<file path="config.mk">
export PLATFORM = sky130hd
export DESIGN_NAME = selective_repeat_reorder_window
export DESIGN_NICKNAME = d
export VERILOG_FILES = /design/src/sv/srrw_pkg.sv /design/src/sv/srrw_ram.sv /design/src/sv/selective_repeat_reorder_window.sv
export VERILOG_INCLUDE_DIRS = /design/src /design/src/sv
export SDC_FILE = /design/constraint.sdc
export NUM_CORES = 1
export LEC_CHECK = 0
export BUFFER_PORTS_ARGS = -buffer_cell sky130_fd_sc_hd__buf_4
export CORE_AREA = 2 2 153 155
export CTS_CLUSTER_DIAMETER = 200
export CTS_CLUSTER_SIZE = 10
export DETAILED_ROUTE_END_ITERATION = 8
export DIE_AREA = 0 0 155 157
export PLACE_DENSITY_LB_ADDON = 0.05
export SETUP_SLACK_MARGIN = 0.2
export SLEW_MARGIN = 20
export SYNTH_ARGS = -nofsm -noshare
export SYNTH_HDL_FRONTEND = slang
export SYNTH_SLANG_ARGS = --single-unit
</file>
<file path="constraint.sdc">
create_clock -name clk -period 10.5 [get_ports clk]
set_input_delay 1.05 -clock clk [delete_from_list [all_inputs] [get_ports clk]]
set_output_delay 1.05 -clock clk [all_outputs]
set_load 0.01 [all_outputs]
</file>
<file path="src/sv/selective_repeat_reorder_window_assert.svh">
// Assertion macros for the selective-repeat reorder window.
// Included by the RTL files that carry concurrent checks; relies on clk and rst in scope.
`ifndef SELECTIVE_REPEAT_REORDER_WINDOW_ASSERT_SVH
`define SELECTIVE_REPEAT_REORDER_WINDOW_ASSERT_SVH
`ifndef SYNTH
`define SRRW_ASSERT_NOW(label, cond, prop) \
  label: assert property (@(posedge clk) disable iff (rst) (cond) |-> (prop)) \
    else $error("srrw: same-cycle check failed");
`define SRRW_ASSERT_NEXT(label, cond, prop) \
  label: assert property (@(posedge clk) disable iff (rst) (cond) |=> (prop)) \
    else $error("srrw: next-cycle check failed");
`else
`define SRRW_ASSERT_NOW(label, cond, prop)
`define SRRW_ASSERT_NEXT(label, cond, prop)
`endif
`endif

</file>
<file path="src/sv/srrw_pkg.sv">
// Shared types and constants for the selective-repeat reorder window.
// No dependencies; imported by the top level.
`default_nettype none
package srrw_pkg;

  localparam int SEQ_W            = 20;
  localparam int SLOT_IDX_W       = 3;
  localparam int DEF_WINDOW_SLOTS = 8;
  localparam int APB_ADDR_W       = 3;
  localparam int APB_DATA_W       = 32;

  localparam logic [SEQ_W-1:0] SEQ_RESET = SEQ_W'(1);

  // register select bit of paddr
  localparam logic REG_TOTAL_PACKETS = 1'b0;

  localparam logic KIND_DATA    = 1'b0;
  localparam logic KIND_RESTART = 1'b1;

  typedef logic [SEQ_W-1:0] seq_t;

  typedef enum logic [1:0] {
    ACT_ACK     = 2'd0,
    ACT_DELIVER = 2'd1,
    ACT_DRAIN   = 2'd2,
    ACT_STORE   = 2'd3
  } action_t;

  typedef enum logic [2:0] {
    S_IDLE,
    S_DELIV,
    S_RD,
    S_CMP,
    S_STORE,
    S_FIN
  } state_t;

  typedef struct packed {
    logic kind;
    seq_t seq_num;
    logic crc_ok;
  } pkt_t;

  typedef struct packed {
    action_t               action;
    seq_t                  out_seq;
    logic [SLOT_IDX_W-1:0] slot_index;
    logic                  last;
  } res_t;

endpackage
`default_nettype wire

</file>
<file path="src/sv/srrw_ram.sv">
// Generic single-write, single-read RAM with registered read data.
// Standalone; used for the window slot sequence numbers.
`default_nettype none
module srrw_ram #(
  parameter int WIDTH = 20,
  parameter int DEPTH = 8,
  parameter int AW    = (DEPTH > 1) ? $clog2(DEPTH) : 1
) (
  input  wire logic             clk,
  input  wire logic             we,
  input  wire logic [AW-1:0]    waddr,
  input  wire logic [WIDTH-1:0] wdata,
  input  wire logic [AW-1:0]    raddr,
  output logic      [WIDTH-1:0] rdata
);

  logic [WIDTH-1:0] mem [DEPTH];

  always_ff @(posedge clk) begin
    if (we) begin
      mem[waddr] <= wdata;
    end
    rdata <= mem[raddr];
  end

endmodule
`default_nettype wire

</file>
<file path="src/sv/selective_repeat_reorder_window.sv">
// Selective-repeat receive window: one slot-compare unit driven by a sequencer.
// Order: the expected or an older packet is acked before any slot scan; a newer packet
// scans all N slots, through S_RD and S_CMP per slot, before it is acked; each drained
// slot restarts the scan at slot 0.
// Throughput: one packet at a time; pkt_stall is high while a packet is in work.
// Reset: synchronous; clears expected number to 1, all slot valid bits and the total reg.
`default_nettype none
`include "selective_repeat_reorder_window_assert.svh"
module selective_repeat_reorder_window #(
  parameter int WINDOW_SLOTS = srrw_pkg::DEF_WINDOW_SLOTS
) (
  input  wire logic                            clk,
  input  wire logic                            rst,
  input  wire logic                            pkt_valid,
  output logic                                 pkt_stall,
  input  wire srrw_pkg::pkt_t                  pkt,
  output logic                                 res_valid,
  input  wire logic                            res_stall,
  output srrw_pkg::res_t                       res,
  input  wire logic                            psel,
  input  wire logic                            penable,
  input  wire logic                            pwrite,
  input  wire logic [srrw_pkg::APB_ADDR_W-1:0] paddr,
  input  wire logic [srrw_pkg::APB_DATA_W-1:0] pwdata,
  output logic      [srrw_pkg::APB_DATA_W-1:0] prdata,
  output logic                                 pready
);
  import srrw_pkg::*;

  localparam int IDX_W = (WINDOW_SLOTS > 1) ? $clog2(WINDOW_SLOTS) : 1;
  localparam logic [IDX_W-1:0] LAST_IDX = IDX_W'(WINDOW_SLOTS - 1);

  state_t                  state, state_next;
  seq_t                    total_packets;
  seq_t                    expected_seq, expected_seq_next;
  seq_t                    cur_seq, cur_seq_next;
  logic                    drain, drain_next;
  logic [IDX_W-1:0]        idx, idx_next;
  logic                    held, held_next;
  logic                    free_found, free_found_next;
  logic [IDX_W-1:0]        free_idx, free_idx_next;
  logic [WINDOW_SLOTS-1:0] slot_valid, slot_valid_next;
  action_t                 pend_action, pend_action_next;
  seq_t                    pend_seq, pend_seq_next;
  logic [SLOT_IDX_W-1:0]   pend_slot, pend_slot_next;

  logic accept, pkt_good, push_ok, push, push_last, hit, ram_we, cfg_wr;
  seq_t key, ram_rdata;

  srrw_ram #(
    .WIDTH (SEQ_W),
    .DEPTH (WINDOW_SLOTS),
    .AW    (IDX_W)
  ) u_slots (
    .clk   (clk),
    .we    (ram_we),
    .waddr (free_idx),
    .wdata (cur_seq),
    .raddr (idx),
    .rdata (ram_rdata)
  );

  assign pready = 1'b1;
  assign cfg_wr = psel && penable && pwrite && pready;
  assign prdata = (paddr[APB_ADDR_W-1] == REG_TOTAL_PACKETS) ?
                  APB_DATA_W'(total_packets) : '0;

  assign pkt_stall = (state != S_IDLE);
  assign accept    = pkt_valid && !pkt_stall;
  assign pkt_good  = (pkt.kind == KIND_DATA) && pkt.crc_ok && !(pkt.seq_num > total_packets);
  assign push_ok   = !res_valid || !res_stall;
  assign key       = drain ? expected_seq : cur_seq;
  assign hit       = slot_valid[idx] && (ram_rdata == key);

  always_comb begin
    state_next = state;
    case (state)
      S_IDLE: begin
        if (accept && pkt_good) begin
          if (pkt.seq_num == expected_seq) begin
            state_next = S_DELIV;
          end else if (pkt.seq_num > expected_seq) begin
            state_next = S_RD;
          end else begin
            state_next = S_FIN;
          end
        end
      end
      S_DELIV: begin
        if (push_ok) begin
          state_next = S_RD;
        end
      end
      S_RD: state_next = S_CMP;
      S_CMP: begin
        if (drain && hit) begin
          state_next = push_ok ? S_RD : S_CMP;
        end else if (idx == LAST_IDX) begin
          state_next = drain ? S_FIN : S_STORE;
        end else begin
          state_next = S_RD;
        end
      end
      S_STORE: begin
        if (held || !free_found || push_ok) begin
          state_next = S_FIN;
        end
      end
      S_FIN: begin
        if (push_ok) begin
          state_next = S_IDLE;
        end
      end
      default: state_next = S_IDLE;
    endcase
  end

  always_comb begin
    expected_seq_next = expected_seq;
    cur_seq_next      = cur_seq;
    drain_next        = drain;
    idx_next          = idx;
    held_next         = held;
    free_found_next   = free_found;
    free_idx_next     = free_idx;
    slot_valid_next   = slot_valid;
    pend_action_next  = pend_action;
    pend_seq_next     = pend_seq;
    pend_slot_next    = pend_slot;
    push              = 1'b0;
    push_last         = 1'b0;
    ram_we            = 1'b0;
    case (state)
      S_IDLE: begin
        if (accept) begin
          if (pkt.kind == KIND_RESTART) begin
            expected_seq_next = SEQ_RESET;
            slot_valid_next   = '0;
          end else if (pkt_good) begin
            cur_seq_next     = pkt.seq_num;
            pend_action_next = ACT_ACK;
            pend_seq_next    = pkt.seq_num;
            pend_slot_next   = '0;
            idx_next         = '0;
            held_next        = 1'b0;
            free_found_next  = 1'b0;
            drain_next       = (pkt.seq_num == expected_seq);
          end
        end
      end
      S_DELIV: begin
        if (push_ok) begin
          push              = 1'b1;
          pend_action_next  = ACT_DELIVER;
          pend_seq_next     = cur_seq;
          pend_slot_next    = '0;
          expected_seq_next = expected_seq + 1'b1;
        end
      end
      S_CMP: begin
        if (drain) begin
          if (hit) begin
            if (push_ok) begin
              push                 = 1'b1;
              pend_action_next     = ACT_DRAIN;
              pend_seq_next        = expected_seq;
              pend_slot_next       = SLOT_IDX_W'(idx);
              slot_valid_next[idx] = 1'b0;
              expected_seq_next    = expected_seq + 1'b1;
              idx_next             = '0;
            end
          end else if (idx != LAST_IDX) begin
            idx_next = idx + 1'b1;
          end
        end else begin
          if (hit) begin
            held_next = 1'b1;
          end
          if (!slot_valid[idx] && !free_found) begin
            free_found_next = 1'b1;
            free_idx_next   = idx;
          end
          if (idx != LAST_IDX) begin
            idx_next = idx + 1'b1;
          end
        end
      end
      S_STORE: begin
        if (!held && free_found && push_ok) begin
          push                      = 1'b1;
          ram_we                    = 1'b1;
          pend_action_next          = ACT_STORE;
          pend_seq_next             = cur_seq;
          pend_slot_next            = SLOT_IDX_W'(free_idx);
          slot_valid_next[free_idx] = 1'b1;
        end
      end
      S_FIN: begin
        if (push_ok) begin
          push      = 1'b1;
          push_last = 1'b1;
        end
      end
      default: ;
    endcase
  end

  always_ff @(posedge clk) begin
    if (rst) begin
      state         <= S_IDLE;
      total_packets <= '0;
      expected_seq  <= SEQ_RESET;
      slot_valid    <= '0;
      res_valid     <= 1'b0;
    end else begin
      state        <= state_next;
      expected_seq <= expected_seq_next;
      slot_valid   <= slot_valid_next;
      if (cfg_wr && (paddr[APB_ADDR_W-1] == REG_TOTAL_PACKETS)) begin
        total_packets <= pwdata[SEQ_W-1:0];
      end
      if (push) begin
        res_valid <= 1'b1;
      end else if (!res_stall) begin
        res_valid <= 1'b0;
      end
    end
  end

  always_ff @(posedge clk) begin
    cur_seq     <= cur_seq_next;
    drain       <= drain_next;
    idx         <= idx_next;
    held        <= held_next;
    free_found  <= free_found_next;
    free_idx    <= free_idx_next;
    pend_action <= pend_action_next;
    pend_seq    <= pend_seq_next;
    pend_slot   <= pend_slot_next;
    if (push) begin
      res.action     <= pend_action;
      res.out_seq    <= pend_seq;
      res.slot_index <= pend_slot;
      res.last       <= push_last;
    end
  end

  `SRRW_ASSERT_NEXT(a_fin_to_idle, (state == S_FIN) && push_ok, state == S_IDLE)
  `SRRW_ASSERT_NEXT(a_store_marks, ram_we, slot_valid[free_idx])
  `SRRW_ASSERT_NEXT(a_drain_adv, (state == S_CMP) && drain && hit && push_ok,
                    expected_seq == SEQ_W'($past(expected_seq) + 1'b1))
  `SRRW_ASSERT_NOW(a_res_from_push, $rose(res_valid), $past(push))

endmodule
`default_nettype wire
</file>
==> impl_metrics.json, run 1 <==
{
  "io_buffers": 97,
  "critPathTopFamily": "simple AND/OR/NAND/NOR gates",
  "io_pins": 125,
  "synthMuxAreaShare": 0.01950,
  "cts_sinks": 312,
  "worstSkewPairLatency_ns": 0.53,
  "synthAdderAreaFrac": 0.03938,
  "placed_cells": 1419,
  "skew_ns": 0.01758,
  "worstPathCellList": "nor3_1 > inv_1 > buf_4",
  "fp.dieH_um": 157,
  "cts_root_buffer": "clkbuf_16",
  "fill_cells": 1638,
  "power.density_nw_per_um2": 168.1,
  "synth_area_leaders": "edfxtp_1 (54%), dfxtp_1 (11%), a22oi_1 (4.6%)",
  "core_um2": 22500,
  "status": "complete, no violations",
  "diodes": 0,
  "hp-class": "flip-flop to flip-flop",
  "worst-setup-path-type": "flip-flop to output pin",
  "hold_violations": 0,
  "max_slew.worst_pin.slew_ns": 1.186,
  "finalMaxSlewViolations": 0,
  "syn_area_um2": 13340,
  "synth_compound_area_frac": 0.1242,
  "setup_viol": 0,
  "vias": 9209,
  "end_kind": "output pin",
  "crit_required_ns": 9.45,
  "cpPeakStageDelay_ns": 0.88,
  "grt_pass1_vias": 8681,
  "synth_largest_area_cell": "edfxtp_1",
  "synth_top_family_by_area": "compound AO/OA/AOI/OAI gates",
  "dieArea_um2": 24340,
  "cts_max_path_buffers": 3,
  "drcViolationCount": 0,
  "syn_to_final_growth_pct": 15.92,
  "postSynthCellCount": 1076,
  "start_util": 0.5929,
  "dp_hpwl_um": 20590,
  "first_iter_violations": 880,
  "track_usage": 0.2660,
  "holdBufCountCts": 0,
  "cp-start-kind": "flip-flop",
  "cts_tree": "built",
  "yosysWarningCount": 0,
  "mostFrequentLayoutCells": "edfxtp_1 (240), buf_4 (116), nand2_1 (83)",
  "die_w_um": 155,
  "layout_min_cycle_time_ns": 3.624,
  "synthXorXnorAreaFrac": 0.01772,
  "grt_max_degree": 52,
  "yosys.area_share.simple": 0.1113,
  "gr-total-overflow": 0,
  "first_pass_iters": 6,
  "seq_area_frac_synth": 0.6482,
  "final_cells": 1485,
  "place.gp.congestion": 0.9092,
  "path_clk_slew_ns": 0.06,
  "fin_setup_tns_ns": 0,
  "slowest_stage": "nor3_1",
  "maxClockFrequency_mhz": 275.9,
  "core.rowCount": 55,
  "antenna_found_initial": 0,
  "htreeDepth": 2,
  "min_period_over_period": 0.3452,
  "drive_above_1_share": 0.1508,
  "cap_viol_max_count": 0,
  "grt_pass1_wl_um": 49050,
  "slew_headroom": 0.2090,
  "arrival_ns": 2.57,
  "rsz0062_at_grt": "false",
  "cp_max_fo": 51,
  "post_cts_buffers": 0,
  "drt_wl_total_um": 32340,
  "synth.top_cell.area_share": 0.5401,
  "cts_buffers": 37,
  "vias_per_cell": 6.201,
  "cp.buffers_inverters": 2,
  "power_mw": 2.600,
  "yosysUniqueCellTypes": 58,
  "avgRoutedWirePerCell_um": 21.78,
  "cts_resized": 0,
  "mostFrequentLayoutCell": "edfxtp_1",
  "syn_avg_cell_area_um2": 12.40,
  "ant_nets": 0,
  "synth-seq-cells": 312,
  "fin_nets": 1279,
  "ir_worst_vdd_uv": 133.6,
  "yosys_most_used_dff": "edfxtp_1",
  "power.leakage_nw": 5.309,
  "synthArstFlopShare": 0,
  "synth-edff-count": 240
}
## worst register-to-register path, stage by stage, from the launching register on
cell	delay, ns
edfxtp_1	0.32
buf_4	0.35
mux2i_1	0.30
xnor2_1	0.17
nor4_1	0.32
nand3_1	0.17
nor4b_4	0.47
nand2b_1	0.31
o21ai_0	0.16
a21oi_2	0.13
buf_4	0.32
## worst paths after layout
| kind | start | slack (ns) | end | depth (start not counted) |
|---|---|---|---|---|
| setup / recovery | state[1]$_SDFFE_PP0P_ | 6.88 | pkt_stall | 3 |
| hold / removal | pend_slot[2]$_DFFE_PP_ | 0.42 | res[3]$_DFFE_PP_ | 0 |
| setup reg to reg | drain$_DFFE_PP_ | 7.13 | pend_seq[19]$_DFFE_PP_ | 10 |
| hold reg to reg | pend_slot[2]$_DFFE_PP_ | 0.42 | res[3]$_DFFE_PP_ | 0 |
## flip-flops by register name, summed over array words and instances (netlist names), 8 cells and up
register,flops
slot_valid,8
u_slots.rdata,20
pend_seq,20
expected_seq,20
cur_seq,20
total_packets,20
u_slots.mem,160
res,26
## per-stage QoR
step | setup slack, ns | instance area, um2 | util | hold WS, ns
CTS | 6.942 | 15460 | 0.6869 | 0.4170
global placement | 6.624 | 14370 | 0.6384 | 0.4006
finish | 6.876 | 15470 | 0.6874 | 0.4184
detailed placement | 6.578 | 14370 | 0.6384 | 0.4045
global route | 6.730 | 15470 | 0.6874 | 0.4203
floorplan | 6.215 | 13380 | - | 0.4003
## cell type report
| type | count | area [um2] | share of cell area |
|---|---|---|---|
| Inverter | 52 | 195.2 | 0.01262 |
| Clock inverter | 3 | 45.04 | 0.002912 |
| Multi-Input combinational cell | 654 | 4305 | 0.2784 |
| Timing Repair Buffer | 116 | 870.8 | 0.05630 |
| Tap cell | 285 | 356.6 | 0.02305 |
| Sequential cell | 312 | 8650 | 0.5592 |
| Clock buffer | 63 | 1045 | 0.06755 |
## routing by layer
layer  GRT usage  wire, um  up-vias
met5           0         0        -
met4     0.08245       723        0
met3     0.03552      2106       57
met2      0.4360     15540      370
met1      0.3743     13970     4530
li1            -         -     4252
## kinds of logic after synthesis
| family | count (synthesis) |
|---|---|
| adders and majority gates | 42 |
| muxes | 26 |
| AOI/OAI and AO/OA | 246 |
| and+or+nand+nor | 300 |
| other | 2 |
| buffers and inverters | 121 |
| xor gates and xnor gates | 27 |
| DFF | 312 |
## where the power goes
| part | internal, mW | total (mW) | switching [mW] |
|---|---|---|---|
| registers | 1.33 | 1.34 | 0.00998 |
| logic | 0.0428 | 0.104 | 0.0613 |
| clock network | 0.680 | 1.15 | 0.475 |
## Yosys cell counts, drive strengths merged, types with 5 or more instances
| master | number |
|---|---|
| buf | 21 |
| nor4 | 11 |
| or3 | 15 |
| clkbuf | 48 |
| inv | 51 |
| and2 | 5 |
| nand4 | 25 |
| nand2 | 83 |
| and3 | 6 |
| o211ai | 8 |
| o22ai | 21 |
| mux2i | 26 |
| edfxtp | 240 |
| a211oi | 30 |
| nand3 | 12 |
| xnor2 | 25 |
| or4 | 6 |
| a21oi | 54 |
| nor2 | 76 |
| o21ai | 25 |
| a22oi | 82 |
| ha | 42 |
| a21o | 5 |
| dfxtp | 72 |
| nor2b | 6 |
| nor3 | 33 |
Power figures use the tool's default switching activity.
==> inputs of run 2 (changes only) <==
--- a/config.mk
+++ b/config.mk
@@ -7,11 +7,11 @@
 export NUM_CORES = 1
 export LEC_CHECK = 0
 export BUFFER_PORTS_ARGS = -buffer_cell sky130_fd_sc_hd__buf_4
-export CORE_AREA = 2 2 153 155
+export CORE_AREA = 2 2 162 164
 export CTS_CLUSTER_DIAMETER = 200
 export CTS_CLUSTER_SIZE = 10
 export DETAILED_ROUTE_END_ITERATION = 8
-export DIE_AREA = 0 0 155 157
+export DIE_AREA = 0 0 164 166
 export PLACE_DENSITY_LB_ADDON = 0.05
 export SETUP_SLACK_MARGIN = 0.2
 export SLEW_MARGIN = 20
==> constraint.sdc (replaced) <==
create_clock -name clk -period 3.2 [get_ports clk]
set_input_delay 0.32 -clock clk [delete_from_list [all_inputs] [get_ports clk]]
set_output_delay 0.32 -clock clk [all_outputs]
set_load 0.01 [all_outputs]
==> run 2 against run 1 <==
Against the previous run:
- die area is 12% higher
- utilization is 6.3 points lower
- non-clock buffer count is 51 higher
- critical path depth is 7 higher
- highest routed layer unchanged
- clock skew is 0.0028 ns higher
- sequential share of layout area is 1.8 points lower
- combinational power grew to 3.7 times the previous value
- register-to-register slack worse by 6.8 ns
- global-route usage is 1.3 points lower
- via count is 1.2% higher
==> impl_metrics.json, run 2 (synthesis results as in run 1) <==
{
  "power.leakage_nw": 5.578,
  "pre_cts_slack_ns": 0.1966,
  "antenna_found_initial": 0,
  "cts_sinks": 312,
  "r2r_start": "drain$_DFFE_PP_",
  "cts_buffers": 37,
  "largest_reg_flops": 160,
  "grt_pass1_wl_um": 51990,
  "grt_pass1_vias": 9121,
  "worstSkewPairLatency_ns": 0.53,
  "mostFrequentLayoutCells": "edfxtp_1 (240), buf_4 (160), nand2_1 (83)",
  "rsz0062_at_grt": "true",
  "utilization": 0.6244,
  "core_um2": 25620,
  "arrival_ns": 3.10,
  "die_w_um": 164,
  "power_mw": 8.562,
  "place.gp.congestion": 0.8870,
  "io_buffers": 97,
  "grt_max_degree": 49,
  "hp-start": "pkt[20]",
  "reg2regPathDepth": 10,
  "layout_min_cycle_time_ns": 2.885,
  "mostFrequentLayoutCell": "edfxtp_1",
  "hp-class": "primary input to flip-flop",
  "diodes": 0,
  "setup_viol": 0,
  "ant_nets": 0,
  "cap_viol_max_count": 0,
  "min_period_over_period": 0.9015,
  "fp.dieH_um": 166,
  "first_pass_iters": 5,
  "max_slew.worst_pin.slew_ns": 0.9842,
  "first_iter_violations": 815,
  "dp_hpwl_um": 22420,
  "fin_ws_ns": 0.3152,
  "gr-total-overflow": 0,
  "drt_wl_total_um": 34350,
  "cp_max_fo": 25,
  "worst-setup-path-type": "flip-flop to flip-flop",
  "slew_headroom": 0.3408,
  "fin_nets": 1330,
  "dieArea_um2": 27220,
  "worstPathCellList": "buf_12 > mux2i_1 > xnor2_1 > nor4_1 > nand2_1 > nor4b_4 > nand2b_1 > o21ai_0 > a21oi_4 > buf_12",
  "maxClockFrequency_mhz": 346.6,
  "largest_register": "u_slots.mem",
  "cp-start-kind": "flip-flop",
  "holdPathStages": 1,
  "vias_per_cell": 5.879,
  "top_regs": "u_slots.mem x160, res x26",
  "start_util": 0.5209,
  "drcViolationCount": 0,
  "hold_violations": 0,
  "cts_max_path_buffers": 3,
  "path_clk_slew_ns": 0.06,
  "power.density_nw_per_um2": 535.3,
  "crit_top_cell": "buf_12",
  "r2r-end": "pend_seq[5]$_DFFE_PP_",
  "status": "complete, no violations",
  "drive_above_1_share": 0.1855,
  "finalMaxSlewViolations": 0,
  "end_kind": "flip-flop",
  "rrSetupSlack_ns": 0.32,
  "htreeDepth": 2,
  "cpPeakStageDelay_ns": 0.40,
  "cts_tree": "built",
  "skew_ns": 0.02036,
  "core.rowCount": 59,
  "slowest_stage": "nor4b_4",
  "syn_to_final_growth_pct": 19.88,
  "hold_end": "cur_seq[19]$_DFFE_PP_",
  "io_pins": 125,
  "avgRoutedWirePerCell_um": 21.66,
  "track_usage": 0.2529,
  "ir_worst_vdd_uv": 345.7,
  "placed_cells": 1517,
  "fin_setup_tns_ns": 0,
  "crit_required_ns": 3.42,
  "cts_root_buffer": "clkbuf_16",
  "vias": 9324,
  "final_cells": 1586
}
## run 2: changes by cell type in the layout (fill, tap and decap cells not counted), sizes merged
cell / before / now
buf: 116 / 165
dlygate4sd3: 0 / 2
clkbuf: 63 / 62
clkinv: 2 / 3
## run 2: area by class of cell
class | count | area [um2]
Tap cell | 335 | 419.2
Sequential cell | 312 | 8650
Clock buffer | 62 | 1020
Multi-Input combinational cell | 654 | 4320
Inverter | 52 | 195.2
Clock inverter | 4 | 75.07
Timing Repair Buffer | 167 | 1316
Fill cell | 1990 | 9620
## run 2: how the worst max path moves through the flow
| stage | from | endpoint | depth (start not counted) |
|---|---|---|---|
| 2_1_floorplan | state[1]$_SDFFE_PP0P_ | u_slots.mem[1][0]$_DFFE_PP_ | 5 |
| 6_report | drain$_DFFE_PP_ | pend_seq[5]$_DFFE_PP_ | 10 |
| 5_1_grt | drain$_DFFE_PP_ | pend_slot[0]$_DFFE_PP_ | 10 |
| 3_5_place_dp | pkt[16] | idx[0]$_SDFFCE_PN0P_ | 11 |
| 3_3_place_gp | pkt[16] | idx[0]$_SDFFCE_PN0P_ | 11 |
| 4_1_cts | drain$_DFFE_PP_ | expected_seq[8]$_SDFFE_PP0P_ | 10 |
## run 2: worst max-delay path, delay by kind of cell, from the launching register on
family | cells | cell delay, ns
simple gates | 4 | 1.00
buf+inv | 2 | 0.40
flops | 1 | 0.37
compound gates | 2 | 0.34
mux | 1 | 0.25
xor+xnor | 1 | 0.17
## run 2: power breakdown
| group | switching, mW | internal (mW) |
|---|---|---|
| clock | 1.59 | 2.20 |
| sequential | 0.0167 | 4.37 |
| combinational | 0.227 | 0.160 |
## run 2: metal layers
layer | share of wire | up-vias | track usage | wire [um]
met2 | 0.47 | 347 | 0.4021 | 16250
li1 | - | 4352 | - | -
met4 | 0.034 | 0 | 0.1056 | 1173
met3 | 0.068 | 69 | 0.04545 | 2340
met5 | 0 | - | 0 | 0
met1 | 0.42 | 4556 | 0.3438 | 14580
## run 2: what timing repair did
item | CTS | global route
setup endpoints to repair | 0 | 57
resized for setup | 0 | 4
setup buffers | 0 | 1
hold buffers | 2 | 0
hold endpoints to repair | 2 | 0
## run 2: stage by stage
stage / area (um2) / hold WS (ns)
final: 16000 / 0.02073
after global routing: 16000 / 0.006338
after CTS: 15960 / 0.0004354
after detailed placement: 14850 / 0.4052
after global placement: 14830 / 0.4015
after floorplan: 13410 / 0.4003
==> inputs of run 3 (changes only) <==
==> constraint.sdc (replaced) <==
create_clock -name clk -period 3.2 [get_ports clk]
set_input_delay 0.16 -clock clk [delete_from_list [all_inputs] [get_ports clk]]
set_output_delay 0.16 -clock clk [all_outputs]
set_load 0.01 [all_outputs]
==> run 3 against run 2 <==
Against the previous run:
- via count up 1.3%
- cell area up 2.9%
- clock power about the same
- cell count up 2.5%
- critical path depth up 2
- wire length up 1.5%
- clock skew down 0.0028 ns
- sequential share of layout area down 1.5 points
- hold slack better by 0.043 ns
==> impl_metrics.json, run 3 (synthesis results as in run 1) <==
{
  "status": "complete, no violations",
  "cts_root_buffer": "clkbuf_16",
  "crit_top_cell": "buf_12",
  "placed_area_um2": 14840,
  "hp-class": "primary input to flip-flop",
  "syn_to_final_growth_pct": 23.38,
  "first_iter_violations": 805,
  "worstSkewPairLatency_ns": 0.53,
  "antenna_found_initial": 0,
  "ir_worst_vdd_uv": 406.1,
  "skew_ns": 0.01758,
  "rrSetupSlack_ns": 0.27,
  "largest_reg_flops": 160,
  "die_w_um": 164,
  "cts_sinks": 312,
  "holdPathStages": 4,
  "min_period_over_period": 0.9162,
  "power.density_nw_per_um2": 521.7,
  "power.leakage_nw": 5.740,
  "drt_wl_total_um": 34870,
  "avgRoutedWirePerCell_um": 21.44,
  "place.gp.congestion": 0.8972,
  "path_clk_slew_ns": 0.06,
  "layout_min_cycle_time_ns": 2.932,
  "slowest_stage": "edfxtp_1",
  "htreeDepth": 2,
  "largest_register": "u_slots.mem",
  "cts_buffers": 37,
  "power_mw": 8.588,
  "drive_above_1_share": 0.1913,
  "placed_cells": 1516,
  "grt_pass1_wl_um": 53470,
  "dp_hpwl_um": 22270,
  "cp_max_fo": 25,
  "hold_end": "state[1]$_SDFFE_PP0P_",
  "cap_viol_max_count": 0,
  "grt_max_degree": 48,
  "dieArea_um2": 27220,
  "fp.dieH_um": 166,
  "top_usage_layer": "met2",
  "ant_nets": 0,
  "cp.buffers_inverters": 4,
  "io_pins": 125,
  "cpPeakStageDelay_ns": 0.47,
  "cts_max_path_buffers": 3,
  "end_kind": "flip-flop",
  "crit_required_ns": 3.42,
  "cts_tree": "built",
  "gr-total-overflow": 0,
  "grtUsageMet1": 0.3598,
  "gr-usage-met3": 0.03596,
  "start_util": 0.5209,
  "core_um2": 25620,
  "maxClockFrequency_mhz": 341.1,
  "cp-start-kind": "flip-flop",
  "io_buffers": 97,
  "top_regs": "u_slots.mem x160, res x26",
  "setup_viol": 0,
  "slew_headroom": 0.3518,
  "vias": 9447,
  "rsz0062_at_grt": "true",
  "critPathTopFamily": "simple AND/OR/NAND/NOR gates",
  "arrival_ns": 3.15,
  "first_pass_iters": 5,
  "hp-start": "pkt[0]",
  "hold_violations": 0,
  "fin_ws_ns": 0.2681,
  "mostFrequentLayoutCell": "edfxtp_1",
  "drcViolationCount": 0,
  "max_slew.worst_pin.slew_ns": 0.9675,
  "vias_per_cell": 5.810,
  "fin_setup_tns_ns": 0,
  "worstPathCellList": "clkbuf_16 > buf_12 > mux2i_1 > xnor2_1 > nor4_1 > nand2_1 > nor4b_4 > buf_4 > nand2b_4 > o21ai_0 > a21oi_4 > buf_12",
  "diodes": 0,
  "finalMaxSlewViolations": 0,
  "r2r-end": "pend_seq[18]$_DFFE_PP_",
  "design_area_um2": 16460,
  "pre_cts_slack_ns": 0.1723,
  "fin_nets": 1371,
  "reg2regPathDepth": 12,
  "mostFrequentLayoutCells": "edfxtp_1 (240), buf_4 (162), nand2_1 (83)",
  "core.rowCount": 59,
  "met2_usage": 0.4297,
  "r2r_start": "drain$_DFFE_PP_",
  "grt_pass1_vias": 9243,
  "hold_slack_ns": 0.06350,
  "final_cells": 1626,
  "track_usage": 0.2600,
  "utilization": 0.6427,
  "worst-setup-path-type": "flip-flop to flip-flop"
}
## run 3: cell count changes in the layout (fill, tap and decap cells not counted), sizes merged
| cell | change |
|---|---|
| buf | +2 |
| dlygate4sd3 | +38 |
## run 3: area by class of cell
class | count | area (um2)
fillers | 1958 | 9154
inverters | 52 | 195.2
repair buffers | 208 | 1742
well taps | 335 | 419.2
clock inverters | 4 | 75.07
flip-flops and latches | 312 | 8650
multi-input cells | 654 | 4365
clock buffers | 61 | 1016
## run 3: layer usage
metal	part of all wire	vias up	wire, um
met1	0.43	4646	15070
li1	-	4431	-
met3	0.053	56	1852
met5	0	-	0
met2	0.49	314	17150
met4	0.023	0	788
## run 3: how the worst max path moves through the flow
stage                                    from                            end  slack (ns)  cells past startpoint
2_1_floorplan           state[1]$_SDFFE_PP0P_    u_slots.mem[1][0]$_DFFE_PP_        0.22                      5
3_3_place_gp   total_packets[15]$_SDFFE_PP0P_           idx[0]$_SDFFCE_PN0P_        0.23                     11
3_5_place_dp   total_packets[15]$_SDFFE_PP0P_           idx[0]$_SDFFCE_PN0P_        0.17                     11
4_1_cts        total_packets[15]$_SDFFE_PP0P_           idx[0]$_SDFFCE_PN0P_        0.24                     11
5_1_grt                       drain$_DFFE_PP_  expected_seq[19]$_SDFFE_PP0P_        0.11                     11
6_report                      drain$_DFFE_PP_         pend_seq[18]$_DFFE_PP_        0.27                     12
## run 3: report_power, final
| group | internal (mW) | switching, mW | total [mW] |
|---|---|---|---|
| clock | 2.19 | 1.58 | 3.77 |
| sequential | 4.37 | 0.0179 | 4.38 |
| combinational | 0.192 | 0.239 | 0.431 |
## run 3: what timing repair did
action | CTS | global route
setup endpoints to repair | 3 | 45
gates resized for setup | 1 | 14
cloned | 0 | 1
hold endpoints to repair | 40 | 0
buffers inserted | 0 | 4
hold buffers | 40 | 0
pin swaps | 0 | 4
## run 3: worst register-to-register path, cell delays in order (launching register included)
cell and delay [ns]:
edfxtp_1 0.47, clkbuf_16 0.22, buf_12 0.13, mux2i_1 0.18
xnor2_1 0.14, nor4_1 0.24, nand2_1 0.13, nor4b_4 0.27
buf_4 0.18, nand2b_4 0.12, o21ai_0 0.15, a21oi_4 0.17
buf_12 0.20
